`config.mk`:
```
export PLATFORM = sky130hd
export DESIGN_NAME = obd_engine_pid_response_parser_top
export DESIGN_NICKNAME = d
export VERILOG_FILES = /design/src/obdpid_pkg.sv /design/src/obd_engine_pid_response_parser_top.sv
export VERILOG_INCLUDE_DIRS = /design/src /design/src/src
export SDC_FILE = /design/constraint.sdc
export NUM_CORES = 1
export LEC_CHECK = 0
export ABC_CLOCK_PERIOD_IN_PS = 7350
export BUFFER_PORTS_ARGS = -buffer_cell sky130_fd_sc_hd__buf_2
export CORE_UTILIZATION = 55
export CTS_CLUSTER_DIAMETER = 50
export CTS_CLUSTER_SIZE = 24
export DETAILED_ROUTE_END_ITERATION = 12
export GPL_TIMING_DRIVEN = 1
export HOLD_SLACK_MARGIN = 0.06
export PLACE_DENSITY = 0.75
export SLEW_MARGIN = 20
export SYNTH_ARGS = -nofsm -noshare
export SYNTH_HDL_FRONTEND = slang
export SYNTH_SLANG_ARGS = --single-unit
```
`constraint.sdc`:
```
create_clock -name clk -period 7.35 [get_ports clk]
set_clock_uncertainty 0.15 [all_clocks]
set_input_delay 0.3675 -clock clk [delete_from_list [all_inputs] [get_ports clk]]
set_output_delay 0.3675 -clock clk [all_outputs]
set_load 0.01 [all_outputs]
```
`src/obd_engine_pid_response_parser_top_macros.svh`:
```
// assertion macros for the pid response parser
`ifndef OBD_ENGINE_PID_RESPONSE_PARSER_TOP_MACROS_SVH
`define OBD_ENGINE_PID_RESPONSE_PARSER_TOP_MACROS_SVH

// same-cycle implication, sampled on clk, off during reset
`define OBD_ASSERT_IMP(lbl, ante, cons, msg) \
	lbl: assert property (@(posedge clk) disable iff (!arst_n) (ante) |-> (cons)) \
		else $error(msg);

// next-cycle implication, sampled on clk, off during reset
`define OBD_ASSERT_NEXT(lbl, ante, cons, msg) \
	lbl: assert property (@(posedge clk) disable iff (!arst_n) (ante) |=> (cons)) \
		else $error(msg);

`endif

```
`src/obdpid_pkg.sv`:
```
// types, constants and decode functions for the pid response parser
`default_nettype none

package obdpid_pkg;

	typedef enum logic [3:0] {
		PH_SEEK_RPM   = 4'd0,
		PH_RPM_DATA   = 4'd1,
		PH_SEEK_SPEED = 4'd2,
		PH_SPEED_DATA = 4'd3,
		PH_SEEK_LOAD  = 4'd4,
		PH_LOAD_DATA  = 4'd5,
		PH_SEEK_THR   = 4'd6,
		PH_THR_DATA   = 4'd7,
		PH_DONE       = 4'd8,
		PH_FAILED     = 4'd9
	} phase_t;

	localparam logic [2:0] ST_OK          = 3'd0;
	localparam logic [2:0] ST_NO_RPM_ID   = 3'd1;
	localparam logic [2:0] ST_RPM_SHORT   = 3'd2;
	localparam logic [2:0] ST_RPM_BAD     = 3'd3;
	localparam logic [2:0] ST_NO_SPEED    = 3'd4;
	localparam logic [2:0] ST_NO_LOAD     = 3'd5;
	localparam logic [2:0] ST_NO_THROTTLE = 3'd6;

	localparam logic [7:0] CH_SPACE = 8'h20;
	localparam logic [7:0] CH_CR    = 8'h0D;
	localparam logic [7:0] CH_LF    = 8'h0A;
	localparam logic [7:0] CH_0     = 8'h30;
	localparam logic [7:0] CH_1     = 8'h31;
	localparam logic [7:0] CH_4     = 8'h34;
	localparam logic [7:0] CH_C     = 8'h43;
	localparam logic [7:0] CH_D     = 8'h44;

	// floor(0.621371 * 2^32), km/h to mph
	localparam logic [31:0] KMH_TO_MPH = 32'd2668768123;
	localparam logic [6:0]  PCT_SCALE  = 7'd100;

	typedef struct packed {
		logic       ok;
		logic [7:0] value;
	} hex_pair_t;

	// {valid, value}
	function automatic logic [4:0] hex_digit(input logic [7:0] c);
		logic [4:0] r;
		r = 5'd0;
		if (c >= 8'h30 && c <= 8'h39) begin
			r = {1'b1, c[3:0]};
		end else if ((c >= 8'h41 && c <= 8'h46) || (c >= 8'h61 && c <= 8'h66)) begin
			r = {1'b1, c[3:0] + 4'd9};
		end
		return r;
	endfunction

	function automatic hex_pair_t hex_pair(input logic [7:0] first, input logic [7:0] second);
		logic [4:0] hi;
		logic [4:0] lo;
		hex_pair_t  r;
		hi = hex_digit(first);
		lo = hex_digit(second);
		r.ok = hi[4];
		if (lo[4]) begin
			r.value = {hi[3:0], lo[3:0]};
		end else begin
			r.value = {4'd0, hi[3:0]};
		end
		return r;
	endfunction

	function automatic logic [15:0] pid_id(input phase_t ph);
		logic [15:0] r;
		unique case (ph)
			PH_SEEK_RPM:   r = {CH_0, CH_C};
			PH_SEEK_SPEED: r = {CH_0, CH_D};
			PH_SEEK_LOAD:  r = {CH_0, CH_4};
			default:       r = {CH_1, CH_1};
		endcase
		return r;
	endfunction

	function automatic logic [2:0] end_status(input phase_t ph);
		logic [2:0] r;
		unique case (ph)
			PH_SEEK_RPM:                  r = ST_NO_RPM_ID;
			PH_RPM_DATA:                  r = ST_RPM_SHORT;
			PH_SEEK_SPEED, PH_SPEED_DATA: r = ST_NO_SPEED;
			PH_SEEK_LOAD, PH_LOAD_DATA:   r = ST_NO_LOAD;
			PH_SEEK_THR, PH_THR_DATA:     r = ST_NO_THROTTLE;
			default:                      r = ST_OK;
		endcase
		return r;
	endfunction

	// floor(b * 100 / 255)
	function automatic logic [6:0] scale_pct(input logic [7:0] b);
		logic [14:0] x;
		logic [15:0] s;
		x = {7'd0, b} * {8'd0, PCT_SCALE};
		s = {1'b0, x} + {9'd0, x[14:8]} + 16'd1;
		return s[14:8];
	endfunction

endpackage

`default_nettype wire

```
`src/obd_engine_pid_response_parser_top.sv`:
```
// top level of the obd mode 01 pid response parser
`default_nettype none

// Parses an adapter's ASCII response one character beat at a time and, on the
// beat marked is_last, returns engine rpm, speed in mph, load and throttle in
// percent with a status code (values are zero when status is nonzero). Space,
// CR and LF are skipped. One beat is taken every cycle: a beat is held in
// the input register, is decoded by one pass of logic against the parser
// state, and its result lands in the output register, so out_valid rises
// once the last beat's result is registered there. The input side only
// waits when a last beat finds the output register still full and out_ready low.

`include "obd_engine_pid_response_parser_top_macros.svh"

module obd_engine_pid_response_parser_top (
	input  wire logic        clk,
	input  wire logic        arst_n,
	input  wire logic        in_valid,
	output logic             in_ready,
	input  wire logic [7:0]  char_code,
	input  wire logic        is_last,
	output logic             out_valid,
	input  wire logic        out_ready,
	output logic [13:0]      engine_rpm,
	output logic [7:0]       speed_mph,
	output logic [6:0]       load_percent,
	output logic [6:0]       throttle_percent,
	output logic [2:0]       status
);

	logic                  valid_s1;
	logic [7:0]            char_s1;
	logic                  last_s1;
	logic                  out_free;
	logic                  s1_go;
	logic                  feed;

	obdpid_pkg::phase_t    phase_q;
	obdpid_pkg::phase_t    phase_d;
	logic [7:0]            prior_q;
	logic [7:0]            prior_d;
	logic                  prior_valid_q;
	logic                  prior_valid_d;
	logic [23:0]           pend_q;
	logic [23:0]           pend_d;
	logic [1:0]            cnt_q;
	logic [1:0]            cnt_d;
	logic [13:0]           rpm_q;
	logic [13:0]           rpm_d;
	logic [7:0]            speed_q;
	logic [7:0]            speed_d;
	logic [6:0]            load_q;
	logic [6:0]            load_d;
	logic [6:0]            thr_q;
	logic [6:0]            thr_d;
	logic [2:0]            err_q;
	logic [2:0]            err_d;

	logic                  id_match;
	logic [15:0]           id_chars;
	obdpid_pkg::hex_pair_t pair_a;
	obdpid_pkg::hex_pair_t pair_b;
	logic [39:0]           mph_prod;
	logic [2:0]            st_d;

	logic                  out_valid_q;
	logic [13:0]           rpm_out_q;
	logic [7:0]            speed_out_q;
	logic [6:0]            load_out_q;
	logic [6:0]            thr_out_q;
	logic [2:0]            status_out_q;

	logic                  chk_err;
	logic                  chk_zero;
	logic                  chk_range;
	logic                  chk_fresh;

	assign out_free = !out_valid_q || out_ready;
	assign s1_go    = valid_s1 && (!last_s1 || out_free);
	assign in_ready = !valid_s1 || s1_go;
	assign feed     = s1_go && char_s1 != obdpid_pkg::CH_SPACE
		&& char_s1 != obdpid_pkg::CH_CR && char_s1 != obdpid_pkg::CH_LF;

	always_ff @(posedge clk or negedge arst_n) begin
		if (!arst_n) begin
			valid_s1 <= 1'b0;
		end else if (in_ready) begin
			valid_s1 <= in_valid;
		end
	end

	always_ff @(posedge clk) begin
		if (in_valid && in_ready) begin
			char_s1 <= char_code;
			last_s1 <= is_last;
		end
	end

	assign id_chars = obdpid_pkg::pid_id(phase_q);
	assign id_match = prior_valid_q && prior_q == id_chars[15:8] && char_s1 == id_chars[7:0];
	assign pair_a   = obdpid_pkg::hex_pair(pend_q[23:16], pend_q[15:8]);
	assign pair_b   = obdpid_pkg::hex_pair(pend_q[7:0], char_s1);
	assign mph_prod = {32'd0, pair_b.value} * {8'd0, obdpid_pkg::KMH_TO_MPH};

	// next phase
	always_comb begin
		phase_d = phase_q;
		if (feed) begin
			unique case (phase_q)
				obdpid_pkg::PH_SEEK_RPM, obdpid_pkg::PH_SEEK_SPEED,
				obdpid_pkg::PH_SEEK_LOAD, obdpid_pkg::PH_SEEK_THR: begin
					if (id_match) begin
						phase_d = obdpid_pkg::phase_t'(phase_q + 4'd1);
					end
				end
				obdpid_pkg::PH_RPM_DATA: begin
					if (cnt_q == 2'd3) begin
						phase_d = (pair_a.ok && pair_b.ok)
							? obdpid_pkg::PH_SEEK_SPEED : obdpid_pkg::PH_FAILED;
					end
				end
				obdpid_pkg::PH_SPEED_DATA, obdpid_pkg::PH_LOAD_DATA,
				obdpid_pkg::PH_THR_DATA: begin
					if (cnt_q == 2'd1) begin
						phase_d = pair_b.ok ? obdpid_pkg::phase_t'(phase_q + 4'd1)
							: obdpid_pkg::PH_FAILED;
					end
				end
				default: phase_d = phase_q;
			endcase
		end
	end

	// datapath
	always_comb begin
		prior_d       = prior_q;
		prior_valid_d = prior_valid_q;
		pend_d        = pend_q;
		cnt_d         = cnt_q;
		rpm_d         = rpm_q;
		speed_d       = speed_q;
		load_d        = load_q;
		thr_d         = thr_q;
		err_d         = err_q;
		if (feed) begin
			unique case (phase_q)
				obdpid_pkg::PH_SEEK_RPM, obdpid_pkg::PH_SEEK_SPEED,
				obdpid_pkg::PH_SEEK_LOAD, obdpid_pkg::PH_SEEK_THR: begin
					if (id_match) begin
						prior_valid_d = 1'b0;
						cnt_d         = 2'd0;
					end else begin
						prior_d       = char_s1;
						prior_valid_d = 1'b1;
					end
				end
				obdpid_pkg::PH_RPM_DATA: begin
					pend_d = {pend_q[15:0], char_s1};
					cnt_d  = cnt_q + 2'd1;
					if (cnt_q == 2'd3) begin
						if (pair_a.ok && pair_b.ok) begin
							rpm_d         = {pair_a.value, pair_b.value[7:2]};
							cnt_d         = 2'd0;
							prior_valid_d = 1'b0;
						end else begin
							err_d = obdpid_pkg::ST_RPM_BAD;
						end
					end
				end
				obdpid_pkg::PH_SPEED_DATA, obdpid_pkg::PH_LOAD_DATA,
				obdpid_pkg::PH_THR_DATA: begin
					pend_d = {pend_q[15:0], char_s1};
					cnt_d  = cnt_q + 2'd1;
					if (cnt_q == 2'd1) begin
						if (pair_b.ok) begin
							cnt_d         = 2'd0;
							prior_valid_d = 1'b0;
							if (phase_q == obdpid_pkg::PH_SPEED_DATA) begin
								speed_d = mph_prod[39:32];
							end else if (phase_q == obdpid_pkg::PH_LOAD_DATA) begin
								load_d = obdpid_pkg::scale_pct(pair_b.value);
							end else begin
								thr_d = obdpid_pkg::scale_pct(pair_b.value);
							end
						end else begin
							err_d = obdpid_pkg::end_status(phase_q);
						end
					end
				end
				default: err_d = err_q;
			endcase
		end
	end

	assign st_d = (phase_d == obdpid_pkg::PH_FAILED) ? err_d : obdpid_pkg::end_status(phase_d);

	always_ff @(posedge clk or negedge arst_n) begin
		if (!arst_n) begin
			phase_q       <= obdpid_pkg::PH_SEEK_RPM;
			prior_q       <= 8'd0;
			prior_valid_q <= 1'b0;
			pend_q        <= 24'd0;
			cnt_q         <= 2'd0;
			rpm_q         <= 14'd0;
			speed_q       <= 8'd0;
			load_q        <= 7'd0;
			thr_q         <= 7'd0;
			err_q         <= obdpid_pkg::ST_OK;
		end else if (s1_go) begin
			if (last_s1) begin
				phase_q       <= obdpid_pkg::PH_SEEK_RPM;
				prior_q       <= 8'd0;
				prior_valid_q <= 1'b0;
				pend_q        <= 24'd0;
				cnt_q         <= 2'd0;
				rpm_q         <= 14'd0;
				speed_q       <= 8'd0;
				load_q        <= 7'd0;
				thr_q         <= 7'd0;
				err_q         <= obdpid_pkg::ST_OK;
			end else begin
				phase_q       <= phase_d;
				prior_q       <= prior_d;
				prior_valid_q <= prior_valid_d;
				pend_q        <= pend_d;
				cnt_q         <= cnt_d;
				rpm_q         <= rpm_d;
				speed_q       <= speed_d;
				load_q        <= load_d;
				thr_q         <= thr_d;
				err_q         <= err_d;
			end
		end
	end

	// result register
	always_ff @(posedge clk or negedge arst_n) begin
		if (!arst_n) begin
			out_valid_q <= 1'b0;
		end else if (s1_go && last_s1) begin
			out_valid_q <= 1'b1;
		end else if (out_ready) begin
			out_valid_q <= 1'b0;
		end
	end

	always_ff @(posedge clk) begin
		if (s1_go && last_s1) begin
			status_out_q <= st_d;
			if (st_d == obdpid_pkg::ST_OK) begin
				rpm_out_q   <= rpm_d;
				speed_out_q <= speed_d;
				load_out_q  <= load_d;
				thr_out_q   <= thr_d;
			end else begin
				rpm_out_q   <= 14'd0;
				speed_out_q <= 8'd0;
				load_out_q  <= 7'd0;
				thr_out_q   <= 7'd0;
			end
		end
	end

	assign out_valid        = out_valid_q;
	assign engine_rpm       = rpm_out_q;
	assign speed_mph        = speed_out_q;
	assign load_percent     = load_out_q;
	assign throttle_percent = thr_out_q;
	assign status           = status_out_q;

	assign chk_err   = out_valid && status != obdpid_pkg::ST_OK;
	assign chk_zero  = engine_rpm == 14'd0 && speed_mph == 8'd0 && load_percent == 7'd0
		&& throttle_percent == 7'd0;
	assign chk_range = speed_mph <= 8'd158 && load_percent <= 7'd100
		&& throttle_percent <= 7'd100 && status <= obdpid_pkg::ST_NO_THROTTLE;
	assign chk_fresh = phase_q == obdpid_pkg::PH_SEEK_RPM && !prior_valid_q && out_valid_q;

	`OBD_ASSERT_IMP(a_zero_on_error, chk_err, chk_zero, "values not zero on error status")
	`OBD_ASSERT_IMP(a_value_range, out_valid, chk_range, "result value out of range")
	`OBD_ASSERT_NEXT(a_restart, s1_go && last_s1, chk_fresh, "parser not restarted after last beat")

endmodule

`default_nettype wire
```
Word level (Yosys, flattened, before mapping)

Memories as Yosys holds them, arrays and structs flattened.
Index checks and enable logic that the tools add are counted.

Bits of input ports: 13
Output and inout bits: 41
Register bits after elaboration: 128
ROM bits: 48
Memories kept: 2

Memories:

| name            | words | bits a word | read ports | clocked after Yosys merged registers in | write ports | line             | text |
|---|---|---|---|---|---|---|---|
| (no name shown) | 8     | 3           | 1          | 0                                       | 0           | obdpid_pkg.sv:85 | `unique case (ph)` |
| (no name shown) | 8     | 3           | 1          | 0                                       | 0           | obdpid_pkg.sv:85 |  |

Magnitude comparators: 24
Reductions and logical operators: 45
Equal/unequal tests: 21
Multiplexer cells: 79
Add/sub/neg operators: 8
Multiply operators: 2

Operators with widths:

| cell                                                 | count |
|---|---|
| two-way mux 7 bit                                    | 14 |
| two-way mux 8 bit                                    | 12 |
| two-way mux 24 bit                                   | 3 |
| two-way mux 14 bit                                   | 5 |
| >= comparator 8 x 7 -> 1 bit (second input constant) | 8 |
| <= comparator 8 x 7 -> 1 bit (second input constant) | 8 |
| multiplier 8 x 32 -> 40 bit (second input constant)  | 1 |
| two-way mux 5 bit                                    | 8 |
| >= comparator 8 x 6 -> 1 bit (second input constant) | 4 |
| <= comparator 8 x 6 -> 1 bit (second input constant) | 4 |
| two-way mux 4 bit                                    | 7 |
| two-way mux 3 bit                                    | 9 |
| case mux 9 bit (3 select lines)                      | 1 |
| logical AND 1 bit                                    | 21 |
| adder 4 bit (second input constant)                  | 4 |
| == test 4 x 3 -> 1 bit (second input constant)       | 4 |
| == test 8 bit                                        | 2 |
| != test 8 x 4 -> 1 bit (second input constant)       | 2 |
| adder 15 x 1 -> 15 bit (second input constant)       | 1 |
| adder 15 x 7 -> 15 bit                               | 1 |
| != test 3 bit (second input constant)                | 5 |
| two-way mux 2 bit                                    | 7 |
| multiplier 8 x 5 -> 13 bit (second input constant)   | 1 |
| case mux 4 bit (3 select lines)                      | 1 |
| 24 further kinds                                     | 46 |

Depth between registers and ports, before layout

Word-level depth: 16
Depth in mapped cells: 28
Depth with buffers taken out: 28

Worst setup path after synthesis

No wires, ideal clock.

Path type: reg2reg
From: reg char_s1[0]
To: reg speed_out_q[2] (netlist: speed_mph[2]) (data pin)
Slack: -0.251 ns
Cell stages (with the launch flop): 27
Data required time: 7.049 ns
Arrival time: 7.300 ns
Path buffers: 0
Period minus slack after synthesis: 7.601 ns
Library setup time: 0.151 ns
Path through: edfxtp_1 > inv_1 > ha_1 > nor3b_1 > nor4bb_1 > or2_1 > inv_1 > nor3_1 > inv_1 > ha_1 > inv_1 > ha_1 > or2_2 > fa_1 > inv_1 > fa_1 > fa_1 > inv_1 > ha_1 > a211oi_1 > o21ai_0 > a41oi_1 > o211ai_1 > a41oi_1 > o21ai_0 > or3_1 > a31oi_2

Word-level cells in the longest chain between the ends: 12
Elaborated cells between the ends (all ways): 37

Ends and longest elaborated chain:

| what                                                                         | line                                      | text |
|---|---|---|
| start: declaration                                                           | obd_engine_pid_response_parser_top.sv:32  | `logic [7:0] char_s1;` |
| start signal: assignment                                                     | obd_engine_pid_response_parser_top.sv:94  | `char_s1 <= char_code;` |
| >= comparator 8 x 7 -> 1 bit or <= comparator 8 x 7 -> 1 bit (tied branches) | obdpid_pkg.sv:51                          | `end else if ((c >= 8'h41 && c <= 8'h46) \|\| (c >= 8'h61 && c <= 8'h66)) begin` |
| logical AND 1 bit                                                            | obdpid_pkg.sv:51                          |  |
| logical OR 1 bit                                                             | obdpid_pkg.sv:51                          |  |
| two-way mux 5 bit                                                            | obdpid_pkg.sv:51                          |  |
| two-way mux 5 bit                                                            | obdpid_pkg.sv:49                          | `if (c >= 8'h30 && c <= 8'h39) begin` |
| two-way mux 8 bit                                                            | obdpid_pkg.sv:64                          | `if (lo[4]) begin` |
| multiplier 8 x 32 -> 40 bit                                                  | obd_engine_pid_response_parser_top.sv:103 | `assign mph_prod = {32'd0, pair_b.value} * {8'd0, obdpid_pkg::KMH_TO_MPH};` |
| two-way mux 8 bit                                                            | obd_engine_pid_response_parser_top.sv:178 | `if (phase_q == obdpid_pkg::PH_SPEED_DATA) begin` |
| two-way mux 8 bit                                                            | obd_engine_pid_response_parser_top.sv:175 | `if (pair_b.ok) begin` |
| two-way mux 8 bit                                                            | obd_engine_pid_response_parser_top.sv:174 | `if (cnt_q == 2'd1) begin` |
| two-way mux 8 bit                                                            | obd_engine_pid_response_parser_top.sv:146 | `unique case (phase_q)` |
| two-way mux 8 bit                                                            | obd_engine_pid_response_parser_top.sv:145 | `if (feed) begin` |
| end signal: assignment                                                       | obd_engine_pid_response_parser_top.sv:252 | `speed_out_q <= speed_d;` |
| end: declaration                                                             | obd_engine_pid_response_parser_top.sv:68  | `logic [7:0] speed_out_q;` |

Several ways; a longest one is shown, not always the timed one.
A chain may end at the register's enable or synchronous reset.

Worst setup path after layout

From: reg pend_q[4]
To: reg speed_out_q[2] (netlist: speed_mph[2]) (data pin)

Word-level cells in the longest chain between the ends: 14
Elaborated cells between the ends (all ways): 37

Ends and longest elaborated chain:

| what                                                                                | line                                      | text |
|---|---|---|
| start: declaration                                                                  | obd_engine_pid_response_parser_top.sv:44  | `logic [23:0] pend_q;` |
| start signal: assignment                                                            | obd_engine_pid_response_parser_top.sv:225 | `pend_q <= pend_d;` |
| >= comparator 8 x 7 -> 1 bit or <= comparator 8 x 7 -> 1 bit (tied branches)        | obdpid_pkg.sv:51                          |  |
| logical AND 1 bit                                                                   | obdpid_pkg.sv:51                          |  |
| logical OR 1 bit                                                                    | obdpid_pkg.sv:51                          |  |
| two-way mux 5 bit                                                                   | obdpid_pkg.sv:51                          |  |
| two-way mux 5 bit (*)                                                               | obdpid_pkg.sv:49                          |  |
| parallel branches: the longest is 9 deep, another holds multiplier 8 x 32 -> 40 bit | n/a                                       |  |

Mark *: on every way between the ends.

==> summary.txt <==
Outcome
  – Outcome: completed

Power
  – Worst IR drop on VDD: 0.162 mV
  – Leak: 6.13 nW
  – Pwr dens: 179 mW/mm^2

Clock tree
  – CTS tree: done
  – Worst-Skew Late Latency: 0.43 ns
  – Clock Tree Buf Depth: 2
  – Clock sink total: 128
  – CTS Root Buffer Type: clkbuf_16
  – Max H-tree Level: 4
  – Clock Pin Slew Worst Setup and Hold Paths: 0.06 ns
  – Num CTS Buffers: 17

Cells and area
  – Nets: 1499
  – Antenna cells: 0
  – Area growth syn-to-layout: 12.6%
  – FF/Latch Area: 0.00344 sq mm
  – Area of the multi-input gates: 0.00725 sq mm
  – Number of fill cells: 1697
  – Layout cell share with drive strength beyond 1: 13.1%
  – Final Cell Area: 0.0128 sq mm
  – Final Util: 63.3%

Routing
  – DRC: 0
  – Wire length per cell: 18.8 um
  – Drt first pass iters: 5
  – Antenna-violating nets left: 0
  – Avg Vias per Cell: 6.05
  – Vias: 9510
  – Initial DRC Count: 582
  – Routed wire length: 29500 um

Yosys
  – Sequential fraction of the synthesis area: 30.2%
  – Synthesized flop and latch total: 128
  – Ys Warns: 0
  – Mapped Nets: 1423
  – Asr flop ratio synth: 62.5%
  – Post-Synthesis Cells: 1214
  – Post-synth top area share: 17.5%
  – Synth Flop Type: dfrtp_1
  – Post-Syn Area: 0.0114 sq mm
  – Largest area contributor in the synthesized netlist: dfrtp_1
  – Post-synth cell types: 96
  – Mean Syn Cell Area: 9.40 sq um
  – Synth area leaders: dfrtp_1 (18%), ha_1 (15%), edfxtp_1 (13%), fa_1 (11%), inv_1 (5.4%)
  – Number of flops mapped to enable cells by yosys: 48

Floorplanning
  – Die area: 0.0213 sq mm
  – Cell Rows: 52
  – Die width: 146 um
  – I/O Pins: 54
  – Initial Util: 56.2%
  – Core area: 0.0203 sq mm
  – Die Y: 146 um

Setup path
  – Crit path launch: pend_q[4]
  – Worst R2R End: speed_mph[2]
  – Reg2Reg Depth: 24
  – Worst setup EP type: flip-flop
  – Crit path cell chain: or3b_2 -> nor4_1 -> buf_4 -> a21oi_1 -> nor3_2 -> inv_1 -> ha_2 -> inv_1 -> ha_1 -> or2_2 -> fa_1 -> inv_1 -> fa_1 -> fa_1 -> inv_1 -> ha_1 -> a211oi_1 -> o21ai_0 -> a41oi_1 -> o211ai_1 -> a41oi_2 -> o21ai_1 -> or3_1 -> a31oi_2
  – Stages on the worst setup path: 24
  – Startpoint types: flip-flop
  – Worst Path Max Fanout: 5
  – Reg2Reg Setup Slack: 0.47 ns
  – Reg-to-Reg Start: pend_q[4]
  – CP Data Arrival Time: 7.01 ns
  – WS Path Type: flip-flop to flip-flop
  – Family with the most delay on the worst path: adder cells
  – Worst EP required: 7.48 ns
  – Setup crit end: speed_mph[2]
  – Bufs and invs on worst path: 5
  – Most frequent CP cell: inv_1
  – CP peak stage delay: 0.56 ns
  – Slowest CP cell: fa_1

Flow run
  – Max-Cap Viols: 0

Placement
  – IO buf count: 53
  – DP Area: 0.0121 sq mm
  – Gpl congestion: 0.921
  – HPWL Detailed: 22100 um

Global route
  – Total overflow reported by the global router: 0
  – Initial antenna violation count: 0
  – Vias in the first global route: 9360
  – First-pass GRT wire length: 48500 um
  – Pin count of the biggest net entering global routing: 81
  – Total GRT Usage: 28.8%

Timing
  – Fin. max-slew vios: 0
  – Fin crit period: 6.88 ns
  – Worst slew margin: 46.0%
  – Hold Violations, Final: 0
  – Fmax: 145 MHz
  – Setup violators final: 0
  – Final Cycle Share: 93.6%
  – Worst-Margin Slew: 0.807 ns

Worst hold path
  – Hold WC Path Type: flip-flop to flip-flop
[cells in the mapped netlist, types with 8 or more instances]
cell        n
nor3_1     19
o21a_1      8
a211oi_1   13
nor2_1     77
inv_1     165
a21o_1     16
fa_1       63
mux2i_1    13
a21oi_1    58
ha_1      133
or3_1      11
o211ai_1    9
nor2b_1     9
o21ai_0    65
dfrtp_1    80
a31oi_1     9
edfxtp_1   48
nand2_1   114
and2_1      9
clkbuf_1   30
and3_1     12
a22o_1     13
nand4_1    28
nand3_1    24
o31ai_1    16
[registers in the layout (all words and copies together) (netlist names), 8 cells and up]
register	cells
speed_q	8
pend_q	24
rpm_q	14
prior_q	8
engine_rpm	14
char_s1	8
speed_mph	8
[area by class of cell]
type                            instances  area share (%)
Timing Repair Buffer                   96            4.86
Multi-Input combinational cell        882            56.4
Clock buffer                           20            3.40
Inverter                              165            4.82
Clock inverter                         12            1.06
Sequential cell                       128            26.8
Tap cell                              270            2.63
[stage by stage]
step	setup TNS [ns]	std cells	setup slack [ns]	hold WS, ns	power [mW]
floorplan	0	1214	0.0869	-0.0781	1.27
finish	0	1573	0.467	0.315	2.30
detailed placement	0	1526	0.125	0.305	1.46
CTS	0	1570	0.0639	0.318	2.28
global placement	0	1526	0.281	0.303	1.44
global route	-0.0131	1573	-0.0131	0.342	2.41
[placed cells by master, fill, tap and decap left out, types with 11 or more instances in the layout]
cell type,n
a211oi_1,12
a21o_1,16
a21oi_1,57
a22o_1,13
and3_1,12
buf_2,52
buf_4,31
clkbuf_16,17
dfrtp_1,80
dlygate4sd3_1,12
edfxtp_1,48
fa_1,63
ha_1,132
inv_1,164
mux2i_1,13
nand2_1,114
nand3_1,24
nand4_1,28
nor2_1,75
nor3_1,18
o21ai_0,64
o31ai_1,15
or3_1,11
[routing by layer]
metal	GRT usage [%]	up-vias	share of wire, %
met5	0	-	0
met2	46.3	349	46
met3	4.69	51	6.4
met1	40.4	4601	45
li1	-	4509	-
met4	7.71	0	1.9
[worst reg2reg max path, delay by kind of cell, from the launching register on]
| kind | cells | cell delay (ns) |
|---|---|---|
| AOI/OAI and AO/OA | 8 | 1.45 |
| adders and majority gates | 6 | 2.52 |
| buffers and inverters | 5 | 0.53 |
| and+or+nand+nor | 5 | 1.68 |
| DFF | 1 | 0.42 |
[kinds of logic (layout without fill, tap and decap cells)]
group / count (synthesis) / in the layout / share of synthesized area (%)
AO/OA/AOI/OAI: 295 / 295 / 18.3
XOR/XNOR: 11 / 11 / 1.01
adder cells (fa/ha/maj): 196 / 196 / 25.6
buffers and inverters: 204 / 293 / 7.01
flip-flops: 128 / 128 / 30.2
multiplexers: 19 / 19 / 1.73
AND/OR/NAND/NOR: 361 / 361 / 16.2
[what timing repair did]
item | 4_1_cts | 5_1_grt
buffers inserted | 0 | 3
endpoints found under the hold margin | 91 | 0
gates resized for setup | 0 | 14
setup endpoints to repair | 0 | 37
hold buffers | 12 | 0
[power breakdown]
part           switching, mW  total, mW  internal (mW)
clock                  0.331      0.831          0.500
combinational          0.404      0.640          0.236
sequential            0.0400      0.824          0.784
[how the worst min path moves through the flow]
stage,startpoint,endpoint,slack (ns),depth (start not counted)
2_1_floorplan,arst_n,cnt_q[0],-0.08,0
5_1_grt,speed_q[7],speed_q[7],0.34,1
6_report,pend_q[21],pend_q[21],0.31,2
3_3_place_gp,pend_q[21],pend_q[21],0.30,2
4_1_cts,pend_q[21],pend_q[21],0.32,2
3_5_place_dp,pend_q[21],pend_q[21],0.31,2
Note: power is estimated with default switching activity, not from simulation.
